--- src/rtl/polynomial_evaluator_assert.svh ---
// Assertion macros used by the polynomial evaluator controller
`ifndef POLYNOMIAL_EVALUATOR_ASSERT_SVH
`define POLYNOMIAL_EVALUATOR_ASSERT_SVH

// check a property on every rising edge of i_clk outside reset
`define POLY_ASSERT(lbl, prop, msg) \
    lbl: assert property (@(posedge i_clk) disable iff (!i_rst_n) prop) else $error(msg);

// check that a condition never holds
`define POLY_NEVER(lbl, expr, msg) `POLY_ASSERT(lbl, !(expr), msg)

`endif

--- src/rtl/poly_pkg.sv ---
// Package of widths, register indexes and command types for the polynomial evaluator
package poly_pkg;

    localparam int MAX_DEGREE_DEF = 6;

    localparam int X_W       = 16;
    localparam int COEF_W    = 16;
    localparam int ACC_W     = 32;
    localparam int PROD_W    = ACC_W + X_W;
    localparam int FRAC_SH   = 12;
    localparam int COEF_SH   = 8;
    localparam int DEG_W     = 3;
    localparam int IDX_W     = 3;
    localparam int CFG_IDX_W = 4;
    localparam int CFG_DAT_W = 16;

    localparam logic [CFG_IDX_W-1:0] REG_DEGREE = 4'd0;
    localparam logic [CFG_IDX_W-1:0] REG_COEF0  = 4'd1;

    typedef struct packed {
        logic             load;
        logic             mul;
        logic             add;
        logic             out_load;
        logic [IDX_W-1:0] idx;
    } t_dp_cmd;

    typedef struct packed {
        logic [DEG_W-1:0] degree;
    } t_dp_sts;

endpackage

--- src/rtl/poly_if.sv ---
// Handshake interfaces for the point, result and configuration channels
interface poly_in_if;
    import poly_pkg::*;
    logic                    valid;
    logic                    ready;
    logic signed [X_W-1:0]   point;
    modport source (output valid, output point, input ready);
    modport sink   (input valid, input point, output ready);
endinterface

interface poly_out_if;
    import poly_pkg::*;
    logic                    valid;
    logic                    ready;
    logic signed [ACC_W-1:0] value;
    logic                    overflow;
    modport source (output valid, output value, output overflow, input ready);
    modport sink   (input valid, input value, input overflow, output ready);
endinterface

interface poly_cfg_if;
    import poly_pkg::*;
    logic                 valid;
    logic                 ready;
    logic [CFG_IDX_W-1:0] index;
    logic [CFG_DAT_W-1:0] data;
    modport source (output valid, output index, output data, input ready);
    modport sink   (input valid, input index, input data, output ready);
endinterface

--- src/rtl/poly_ctrl.sv ---
// Controller sequencing the Horner steps of the polynomial evaluator
`include "polynomial_evaluator_assert.svh"

module poly_ctrl
    import poly_pkg::*;
(
    input  logic    i_clk,
    input  logic    i_rst_n,
    input  logic    i_in_valid,
    output logic    o_in_ready,
    output logic    o_out_valid,
    input  logic    i_out_ready,
    input  t_dp_sts i_sts,
    output t_dp_cmd o_cmd
);

    typedef enum logic [1:0] {
        S_IDLE,
        S_MUL,
        S_ADD,
        S_OUT
    } t_state;

    t_state           r_state, n_state;
    logic [IDX_W-1:0] r_idx, n_idx;
    logic             r_out_valid, n_out_valid;
    logic             slot_free;

    assign slot_free   = !r_out_valid || i_out_ready;
    assign o_in_ready  = (r_state == S_IDLE);
    assign o_out_valid = r_out_valid;

    always_comb begin
        n_state     = r_state;
        n_idx       = r_idx;
        n_out_valid = r_out_valid;
        o_cmd       = '0;
        o_cmd.idx   = r_idx;
        if (r_out_valid && i_out_ready) begin
            n_out_valid = 1'b0;
        end
        case (r_state)
            S_IDLE: begin
                if (i_in_valid) begin
                    o_cmd.load = 1'b1;
                    n_idx      = i_sts.degree;
                    n_state    = S_MUL;
                end
            end
            S_MUL: begin
                o_cmd.mul = 1'b1;
                n_state   = S_ADD;
            end
            S_ADD: begin
                o_cmd.add = 1'b1;
                if (r_idx == '0) begin
                    n_state = S_OUT;
                end else begin
                    n_idx   = r_idx - 1'b1;
                    n_state = S_MUL;
                end
            end
            S_OUT: begin
                if (slot_free) begin
                    o_cmd.out_load = 1'b1;
                    n_out_valid    = 1'b1;
                    n_state        = S_IDLE;
                end
            end
            default: begin
                n_state = S_IDLE;
            end
        endcase
    end

    always_ff @(posedge i_clk) begin
        if (!i_rst_n) begin
            r_state     <= S_IDLE;
            r_idx       <= '0;
            r_out_valid <= 1'b0;
        end else begin
            r_state     <= n_state;
            r_idx       <= n_idx;
            r_out_valid <= n_out_valid;
        end
    end

    `POLY_ASSERT(a_start_mul, (i_in_valid && o_in_ready) |=> (r_state == S_MUL), "accepted word did not start a step")
    `POLY_ASSERT(a_mul_add, (r_state == S_MUL) |=> (r_state == S_ADD), "multiply not followed by add")
    `POLY_ASSERT(a_rise_out, $rose(r_out_valid) |-> $past(r_state == S_OUT), "result shown without finishing")
    `POLY_NEVER(a_no_overwrite, o_cmd.out_load && r_out_valid && !i_out_ready, "waiting result overwritten")

endmodule

--- src/rtl/poly_dp.sv ---
// Datapath of the polynomial evaluator: registers, shared multiply-add and output register
module poly_dp
    import poly_pkg::*;
#(
    parameter int MAX_DEGREE = MAX_DEGREE_DEF
) (
    input  logic                    i_clk,
    input  logic                    i_rst_n,
    input  logic                    i_cfg_wr,
    input  logic [CFG_IDX_W-1:0]    i_cfg_index,
    input  logic [CFG_DAT_W-1:0]    i_cfg_data,
    input  logic signed [X_W-1:0]   i_point,
    input  t_dp_cmd                 i_cmd,
    output t_dp_sts                 o_sts,
    output logic signed [ACC_W-1:0] o_value,
    output logic                    o_overflow
);

    localparam int NCOEF = MAX_DEGREE + 1;
    localparam int CW    = (NCOEF > 1) ? $clog2(NCOEF) : 1;
    localparam logic [CFG_IDX_W-1:0] LAST_REG = CFG_IDX_W'(MAX_DEGREE + 1);
    localparam logic [DEG_W-1:0]     DEG_MAX  = DEG_W'(MAX_DEGREE);
    localparam logic signed [PROD_W-1:0] P_MAX = PROD_W'(64'sd2147483647);
    localparam logic signed [PROD_W-1:0] P_MIN = PROD_W'(-64'sd2147483648);

    logic [DEG_W-1:0]         r_degree;
    logic signed [COEF_W-1:0] r_coef [NCOEF];
    logic signed [X_W-1:0]    r_x;
    logic signed [ACC_W-1:0]  r_acc;
    logic signed [PROD_W-1:0] r_prod;
    logic                     r_ovf;
    logic signed [ACC_W-1:0]  r_value;
    logic                     r_ovf_out;

    logic [CFG_IDX_W-1:0]     cfg_slot;
    logic signed [PROD_W-1:0] prod_sh;
    logic signed [ACC_W-1:0]  acc_mul;
    logic                     ovf_mul;
    logic signed [ACC_W:0]    sum;
    logic signed [ACC_W-1:0]  acc_add;
    logic                     ovf_add;

    assign cfg_slot     = i_cfg_index - REG_COEF0;
    assign o_sts.degree = (r_degree > DEG_MAX) ? DEG_MAX : r_degree;
    assign o_value      = r_value;
    assign o_overflow   = r_ovf_out;

    always_comb begin
        prod_sh = r_prod >>> FRAC_SH;
        ovf_mul = 1'b0;
        if (prod_sh > P_MAX) begin
            acc_mul = {1'b0, {(ACC_W-1){1'b1}}};
            ovf_mul = 1'b1;
        end else if (prod_sh < P_MIN) begin
            acc_mul = {1'b1, {(ACC_W-1){1'b0}}};
            ovf_mul = 1'b1;
        end else begin
            acc_mul = prod_sh[ACC_W-1:0];
        end
        sum     = (ACC_W+1)'(acc_mul) + ((ACC_W+1)'(r_coef[i_cmd.idx[CW-1:0]]) <<< COEF_SH);
        ovf_add = (sum[ACC_W] != sum[ACC_W-1]);
        if (ovf_add) begin
            acc_add = sum[ACC_W] ? {1'b1, {(ACC_W-1){1'b0}}} : {1'b0, {(ACC_W-1){1'b1}}};
        end else begin
            acc_add = sum[ACC_W-1:0];
        end
    end

    always_ff @(posedge i_clk) begin
        if (!i_rst_n) begin
            r_degree <= '0;
            for (int k = 0; k < NCOEF; k++) begin
                r_coef[k] <= '0;
            end
        end else if (i_cfg_wr) begin
            if (i_cfg_index == REG_DEGREE) begin
                r_degree <= i_cfg_data[DEG_W-1:0];
            end else if (i_cfg_index <= LAST_REG) begin
                r_coef[cfg_slot[CW-1:0]] <= i_cfg_data[COEF_W-1:0];
            end
        end
    end

    always_ff @(posedge i_clk) begin
        if (i_cmd.load) begin
            r_x   <= i_point;
            r_acc <= '0;
            r_ovf <= 1'b0;
        end
        if (i_cmd.mul) begin
            r_prod <= PROD_W'(r_acc) * PROD_W'(r_x);
        end
        if (i_cmd.add) begin
            r_acc <= acc_add;
            r_ovf <= r_ovf | ovf_mul | ovf_add;
        end
        if (i_cmd.out_load) begin
            r_value   <= r_acc;
            r_ovf_out <= r_ovf;
        end
    end

endmodule

--- src/rtl/polynomial_evaluator.sv ---
// Top level of the polynomial evaluator: controller, datapath and channel ports
// Usage:
//   i_cfg  : register writes, index 0 is the degree, 1 to MAX_DEGREE+1 the
//            Q8.8 coefficients of x^0 upwards; always ready, one word a cycle.
//            Write only while the block is idle; other indexes are ignored.
//   i_in   : one word per point, signed Q4.12; taken only when no point is
//            in evaluation.
//   o_out  : one word per point, signed Q16.16 value, saturated, with an
//            overflow flag for any step that clamped.
// Timing: an accepted point runs one Horner step per coefficient from x^d
//   down to x^0, d being the degree clipped to MAX_DEGREE, and is then loaded
//   into the output register from S_OUT; each step uses the shared multiplier
//   in S_MUL and the shift, saturate and add in S_ADD. The next point is taken
//   in the cycle after the result is loaded, so a point is taken only once the
//   one before it is through.
// Stall: the result waits in the output register; the next point is accepted
//   and evaluated meanwhile, and holds before loading until the word is taken.
// Reset: degree and coefficients return to zero and no result is pending.
module polynomial_evaluator
    import poly_pkg::*;
#(
    parameter int MAX_DEGREE = MAX_DEGREE_DEF
) (
    input  logic       i_clk,
    input  logic       i_rst_n,
    poly_in_if.sink    i_in,
    poly_out_if.source o_out,
    poly_cfg_if.sink   i_cfg
);

    t_dp_cmd cmd;
    t_dp_sts sts;

    assign i_cfg.ready = 1'b1;

    poly_ctrl u_ctrl (
        .i_clk       (i_clk),
        .i_rst_n     (i_rst_n),
        .i_in_valid  (i_in.valid),
        .o_in_ready  (i_in.ready),
        .o_out_valid (o_out.valid),
        .i_out_ready (o_out.ready),
        .i_sts       (sts),
        .o_cmd       (cmd)
    );

    poly_dp #(
        .MAX_DEGREE (MAX_DEGREE)
    ) u_dp (
        .i_clk       (i_clk),
        .i_rst_n     (i_rst_n),
        .i_cfg_wr    (i_cfg.valid),
        .i_cfg_index (i_cfg.index),
        .i_cfg_data  (i_cfg.data),
        .i_point     (i_in.point),
        .i_cmd       (cmd),
        .o_sts       (sts),
        .o_value     (o_out.value),
        .o_overflow  (o_out.overflow)
    );

endmodule

--- src/flat_wrapper.sv ---
// flat-port wrapper written by rule: the top's interface ports become plain ports
module polynomial_evaluator_flat import poly_pkg::*;
#(
    parameter int MAX_DEGREE = MAX_DEGREE_DEF
)
  (i_clk, i_rst_n, i_in_valid, i_in_point, i_in_ready, o_out_valid, o_out_value, o_out_overflow, o_out_ready, i_cfg_valid, i_cfg_index, i_cfg_data, i_cfg_ready);
  poly_in_if i_in_i ();
  poly_out_if o_out_i ();
  poly_cfg_if i_cfg_i ();
  input  logic i_clk;
  input  logic i_rst_n;
  input wire logic [$bits(i_in_i.valid)-1:0] i_in_valid;
  input wire logic [$bits(i_in_i.point)-1:0] i_in_point;
  output wire logic [$bits(i_in_i.ready)-1:0] i_in_ready;
  output wire logic [$bits(o_out_i.valid)-1:0] o_out_valid;
  output wire logic [$bits(o_out_i.value)-1:0] o_out_value;
  output wire logic [$bits(o_out_i.overflow)-1:0] o_out_overflow;
  input wire logic [$bits(o_out_i.ready)-1:0] o_out_ready;
  input wire logic [$bits(i_cfg_i.valid)-1:0] i_cfg_valid;
  input wire logic [$bits(i_cfg_i.index)-1:0] i_cfg_index;
  input wire logic [$bits(i_cfg_i.data)-1:0] i_cfg_data;
  output wire logic [$bits(i_cfg_i.ready)-1:0] i_cfg_ready;
  assign i_in_i.valid = i_in_valid;
  assign i_in_i.point = i_in_point;
  assign i_in_ready = i_in_i.ready;
  assign o_out_valid = o_out_i.valid;
  assign o_out_value = o_out_i.value;
  assign o_out_overflow = o_out_i.overflow;
  assign o_out_i.ready = o_out_ready;
  assign i_cfg_i.valid = i_cfg_valid;
  assign i_cfg_i.index = i_cfg_index;
  assign i_cfg_i.data = i_cfg_data;
  assign i_cfg_ready = i_cfg_i.ready;
  polynomial_evaluator #(.MAX_DEGREE(MAX_DEGREE)) u_core (.i_clk(i_clk), .i_rst_n(i_rst_n), .i_in(i_in_i), .o_out(o_out_i), .i_cfg(i_cfg_i));
endmodule
--- config.mk ---
export PLATFORM = sky130hd
export DESIGN_NAME = polynomial_evaluator_flat
export DESIGN_NICKNAME = d
export VERILOG_FILES = /design/src/rtl/poly_pkg.sv /design/src/rtl/poly_if.sv /design/src/rtl/poly_ctrl.sv /design/src/rtl/poly_dp.sv /design/src/rtl/polynomial_evaluator.sv /design/src/flat_wrapper.sv
export VERILOG_INCLUDE_DIRS = /design/src /design/src/rtl
export SDC_FILE = /design/constraint.sdc
export NUM_CORES = 2
export LEC_CHECK = 0
export BUFFER_PORTS_ARGS = -buffer_cell sky130_fd_sc_hd__buf_2
export CAP_MARGIN = 25
export CORE_ASPECT_RATIO = 0.75
export CORE_MARGIN = 1.5
export CORE_UTILIZATION = 60
export DETAILED_ROUTE_END_ITERATION = 6
export PLACE_DENSITY = 0.77
export SLEW_MARGIN = 20
export SYNTH_ARGS = -nofsm -noshare
export SYNTH_HDL_FRONTEND = slang
export SYNTH_SLANG_ARGS = --single-unit
export TNS_END_PERCENT = 30
--- constraint.sdc ---
create_clock -name i_clk -period 18.7 [get_ports i_clk]
set_clock_uncertainty 0.15 [all_clocks]
set_input_delay 4.675 -clock i_clk [delete_from_list [all_inputs] [get_ports i_clk]]
set_output_delay 4.675 -clock i_clk [all_outputs]
set_load 0.005 [all_outputs]
# Yosys cells after proc, flatten, opt, wreduce, memory -nomap -nowiden
# Memories as Yosys holds them, arrays and structs flattened. A register that Yosys moved wholly into a read port is not among the register bits.
# Index checks and enable logic that the tools add are counted.
# Widths: inputs -> output; s select.
# classes
eq_ne	7
bitwise_logic	2
order_cmp	4
n_mul	1
n_reduce_logical	12
n_mux	38
add_sub_neg	3
# op_table
operator	n
$mux 32	6
$mul 32x16->48	1
$gt 36x32->1 const B	1
$lt 36x32->1 const B	1
$add 32x24->33	1
$mux 1	20
$mux 3	6
$mux 16	1
$reduce_or 16->1	1
$pmux 2 s4	1
$mux 2	3
$ne 2x2->1 const B	3
$pmux 3 s2	1
$sub 3x1->3 const B	2
$eq 2x2->1 const B	2
$le 4x3->1 const B	1
$logic_not 4->1	1
$reduce_and 2->1	2
$reduce_bool 2->1	2
$gt 3x3->1 const B	1
$logic_not 3->1	1
$reduce_and 3->1	1
$eq 2x1->1 const B	1
$logic_not 2->1	1
5 further kinds	6
# totals
ff_bits	139
mem_bits_rw	112
inputBits	41
memories	1
output_inout_bits	36
# mem_list
name	words	word_bits	rd	rd_clocked_by_memory_dff	wr	line	text
u_core.u_dp.r_coef	7	16	1	1	7	poly_dp.sv:27	logic signed [COEF_W-1:0] r_coef [NCOEF];

# Depth between registers and ports, before layout
# logic_depth
word_depth	8
ltp_mapped	23
ltp_nobuf	22

# Hierarchy
# From an unflattened synthesis, not the netlist that was laid out.
# unflattened
cells_unflattened	2854
hier_area_um2	29087.9
# by_module_without_submodules
module	n_inst	cells_each	area_per_inst_um2	seq_area_each_um2
poly_dp	1	2806	28697.5	7287.0
poly_ctrl	1	46	379.1	120.1
polynomial_evaluator	1	2	11.3	0.0

# Worst setup path before layout
# Ideal clock, no wire load.
# synth_timing
kind	input port to flip-flop
start	input port i_cfg_index[0]
end	memory u_core.u_dp.r_coef[5][0], enable pin
setup_time_ns	0.436
slack_ns	10.966
arrival_time_ns	7.149
path_stages	5
path_cell_list	clkinv_1 ha_1 clkbuf_1 inv_1 o41ai_1
# synth_rtl
item	line	text
start, declared	flat_wrapper.sv:20	input wire logic [$bits(i_cfg_i.index)-1:0] i_cfg_index;
end, declared	poly_dp.sv:27	

# Worst setup path in the final report
# layout_timing
start	register u_core.u_dp.r_acc[0]
end	register u_core.u_dp.r_prod[46], data pin
# layout_via
elab_chain_cells	1
# layout_lines
item	line	text
start, declared	poly_dp.sv:29	logic signed [ACC_W-1:0] r_acc;
start signal, assigned	poly_dp.sv:87	r_acc <= '0;
start signal, assigned	poly_dp.sv:94	r_acc <= acc_add;
$mul 32x16->48	poly_dp.sv:91	r_prod <= PROD_W'(r_acc) * PROD_W'(r_x);
end signal, assigned	poly_dp.sv:91	
end, declared	poly_dp.sv:30	logic signed [PROD_W-1:0] r_prod;
# Every way passes these cells.
# A chain may end at the register's enable or synchronous reset.

==> results.json <==
{
  "timing.hold.ws_ps": 301.6,
  "post-route-cell-area_um2": 30900,
  "cts_resized": 0,
  "hold_buffers": 0,
  "rows": 69,
  "layout.nets": 3482,
  "cts.sinks": 258,
  "routedWlPerCell_um": 21.32,
  "status": "finished, final reports clean",
  "maxCapViolations": 0,
  "cp_top_family": "adder cells",
  "slew_headroom_pct": 31.26,
  "startpoint_type": "flip-flop",
  "crit_arrival_ps": 7680,
  "tritoncts": "built",
  "antenna_found_initial": 4,
  "cpMostUsedCell": "fa_1",
  "grtUsageTotal_pct": 30.96,
  "synth_area_leaders": "fa_1, edfxtp_1, inv_1",
  "grt_pass1_vias": 21710,
  "synth_edf_count": 230,
  "synth_top_area_cell": "fa_1",
  "hold_viol_final": 0,
  "synth.distinct_cells": 69,
  "r2r_cells": 19,
  "seq_area_frac_synth_pct": 25.73,
  "layout-drive-gt1-share_pct": 8.604,
  "rsz0062_at_grt": "no",
  "ys.flop_type": "edfxtp_1",
  "fin_crit_sh_pct": 39.70,
  "cts_setup_buffers": 0,
  "die_w_um": 257.0,
  "min_path_cells": 0,
  "cts_made_buffers": 26,
  "dp_hpwl_mm": 56.30,
  "hp-class": "flip-flop to flip-flop",
  "crit_buf_inv": 3,
  "drt-initial-drc-count": 2387,
  "max_stage_delay_ps": 960,
  "cpMaxStageDelayCell": "edfxtp_1",
  "place_area_um2": 30040,
  "worst_pin_slew_ps": 1020,
  "fillers": 3626,
  "yosysWarnings": 0,
  "drt.antenna.violating_nets": 0,
  "setup_violations": 0,
  "synth.ff_latch_count": 258,
  "area_growth_pct": 6.445,
  "die_area_um2": 49720,
  "setup.worst_path.class": "flip-flop to flip-flop",
  "required_ps": 18960,
  "clock_latency_ps": 580,
  "htree_levels": 1,
  "synth_nets": 3477,
  "overflow": 0,
  "root_buffer": "clkbuf_16",
  "synthDominantCellAreaShare_pct": 33.52,
  "worstPathCellList": "nand2b_1 -> fa_1 -> fa_1 -> inv_1 -> fa_1 -> fa_1 -> fa_1 -> inv_1 -> fa_1 -> inv_1 -> ha_1 -> a21o_1 -> a211oi_1 -> o31ai_1 -> a221o_1 -> o21bai_1 -> a21oi_1 -> o2111a_1 -> a211oi_1",
  "worstPathMaxFanout": 16,
  "syn_inst": 2812,
  "synth.avg_cell_area_um2": 10.32,
  "core_um2": 47570,
  "cts_buffer_depth": 3,
  "gp_congestion": 0.9771,
  "die_h_um": 193.5,
  "drt_pass1_iterations": 5,
  "num_vias": 20390,
  "antenna_cells": 0,
  "endpoint_kind": "flip-flop",
  "max_freq_mhz": 134.7,
  "drc": 0,
  "start_util_pct": 61.02,
  "pin_count": 77,
  "cp_num_cells": 19,
  "async_flop_share_pct": 0,
  "portBuffers": 75,
  "vias_per_cell": 5.867,
  "grt_pass1_wl_mm": 119.1,
  "grt_max_degree": 35,
  "fin_cells": 3475,
  "clk_pin_slew_ps": 80,
  "place_inst": 3428,
  "tns_ps": 0,
  "period_minus_slack_ps": 7424,
  "slew_viol_final": 0,
  "wl_mm": 74.08,
  "synthesis.area_um2": 29030
}
through the flow:
| stage | utilization (%) | setup WS, ps |
|---|---|---|
| 2_1_floorplan | - | 10970 |
| 3_3_place_gp | 62.92 | 10940 |
| 3_5_place_dp | 63.14 | 10990 |
| 4_1_cts | 64.95 | 11410 |
| 5_1_grt | 64.95 | 10960 |
| 6_report | 64.95 | 11280 |
area by class of cell:
type	count	area, um^2	share of cell area [%]
Tap cell	639	799.5	2.588
Timing Repair Buffer	109	695.7	2.252
Multi-Input combinational cell	1852	18930	61.28
Clock buffer	33	676.9	2.191
Sequential cell	258	7468	24.17
Clock inverter	14	183.9	0.5953
Inverter	570	2140	6.925
metal layers:
layer | share of wire, % | vias to the layer above | GRT usage (%) | wire, um
met5 | 0.018 | - | 0 | 13
met4 | 2.9 | 2 | 8.279 | 2112
met3 | 12 | 167 | 7.390 | 9224
met2 | 45 | 1129 | 47.29 | 33410
met1 | 40 | 10320 | 44.80 | 29330
li1 | - | 8769 | - | -
cells in the final DEF (no fill, tap or decap), drive strengths merged, types with 17 or more instances in the layout:
master and count:
o22ai 18, ha 138, a21oi 80, o21ai 54, buf 109, o21a 33
and2 214, clkbuf 33, nor2 165, a21o 40, dfxtp 28, edfxtp 230
xnor2 44, fa 486, nand2 345, mux4 32, mux2 17, inv 572
cell families after synthesis:
kind of cell / after synthesis / share of synthesized area (%)
AND/OR/NAND/NOR: 812 / 13.05
buffers and inverters: 702 / 9.216
adder cells (fa/ha/maj): 624 / 39.47
AO/OA/AOI/OAI: 301 / 7.380
flip-flops: 258 / 25.73
XOR/XNOR: 59 / 1.780
multiplexers: 55 / 3.362
other: 1 / 0.01292
cell usage after synthesis, types with 5 or more instances:
cell type and instances:
and2_1 214, nand2b_1 12, o21a_1 33, nor3_1 13
nand3_1 14, nand2_1 345, o211ai_1 6, nor2_1 165
o22ai_2 17, and3_1 6, a21oi_2 9, inv_1 569
dfxtp_1 28, a211oi_1 10, nor2b_1 10, xnor2_1 44
buf_1 5, a21oi_1 71, edfxtp_1 230, a21o_1 40
mux2_2 16, mux4_2 32, a211o_1 8, o21ai_0 51
o21bai_1 9, xor2_1 15, nand4_1 15, ha_1 138
a21boi_0 8, fa_1 486, clkbuf_1 119, mux2i_1 6
sequential cells by signal (all words and copies together), names as in the netlist, named ones only:
name and cells:
u_core.u_dp.r_coef 128, u_core.u_dp.r_acc 32, u_core.u_dp.r_degree 3, u_core.u_dp.o_overflow 1
u_core.u_dp.r_prod 36, u_core.u_ctrl.r_state 2, u_core.u_ctrl.r_idx 3, u_core.u_dp.r_ovf 1
u_core.u_dp.r_x 16, u_core.u_ctrl.o_out_valid 1, u_core.u_dp.o_value 32
final timing paths:
| kind | slack [ps] | to | startpoint |
|---|---|---|---|
| worst max-delay path | 11280 | u_core.u_dp.r_prod[46] | u_core.u_dp.r_acc[0] |
| worst min-delay path | 300 | u_core.u_dp.o_overflow | u_core.u_dp.r_ovf |
| worst max register to register | 11280 | u_core.u_dp.r_prod[46] | u_core.u_dp.r_acc[0] |
| worst min register to register | 300 | u_core.u_dp.o_overflow | u_core.u_dp.r_ovf |
Power is not shown: default switching activity piles up to over one toggle a cycle in this logic, so the estimate is an artifact.
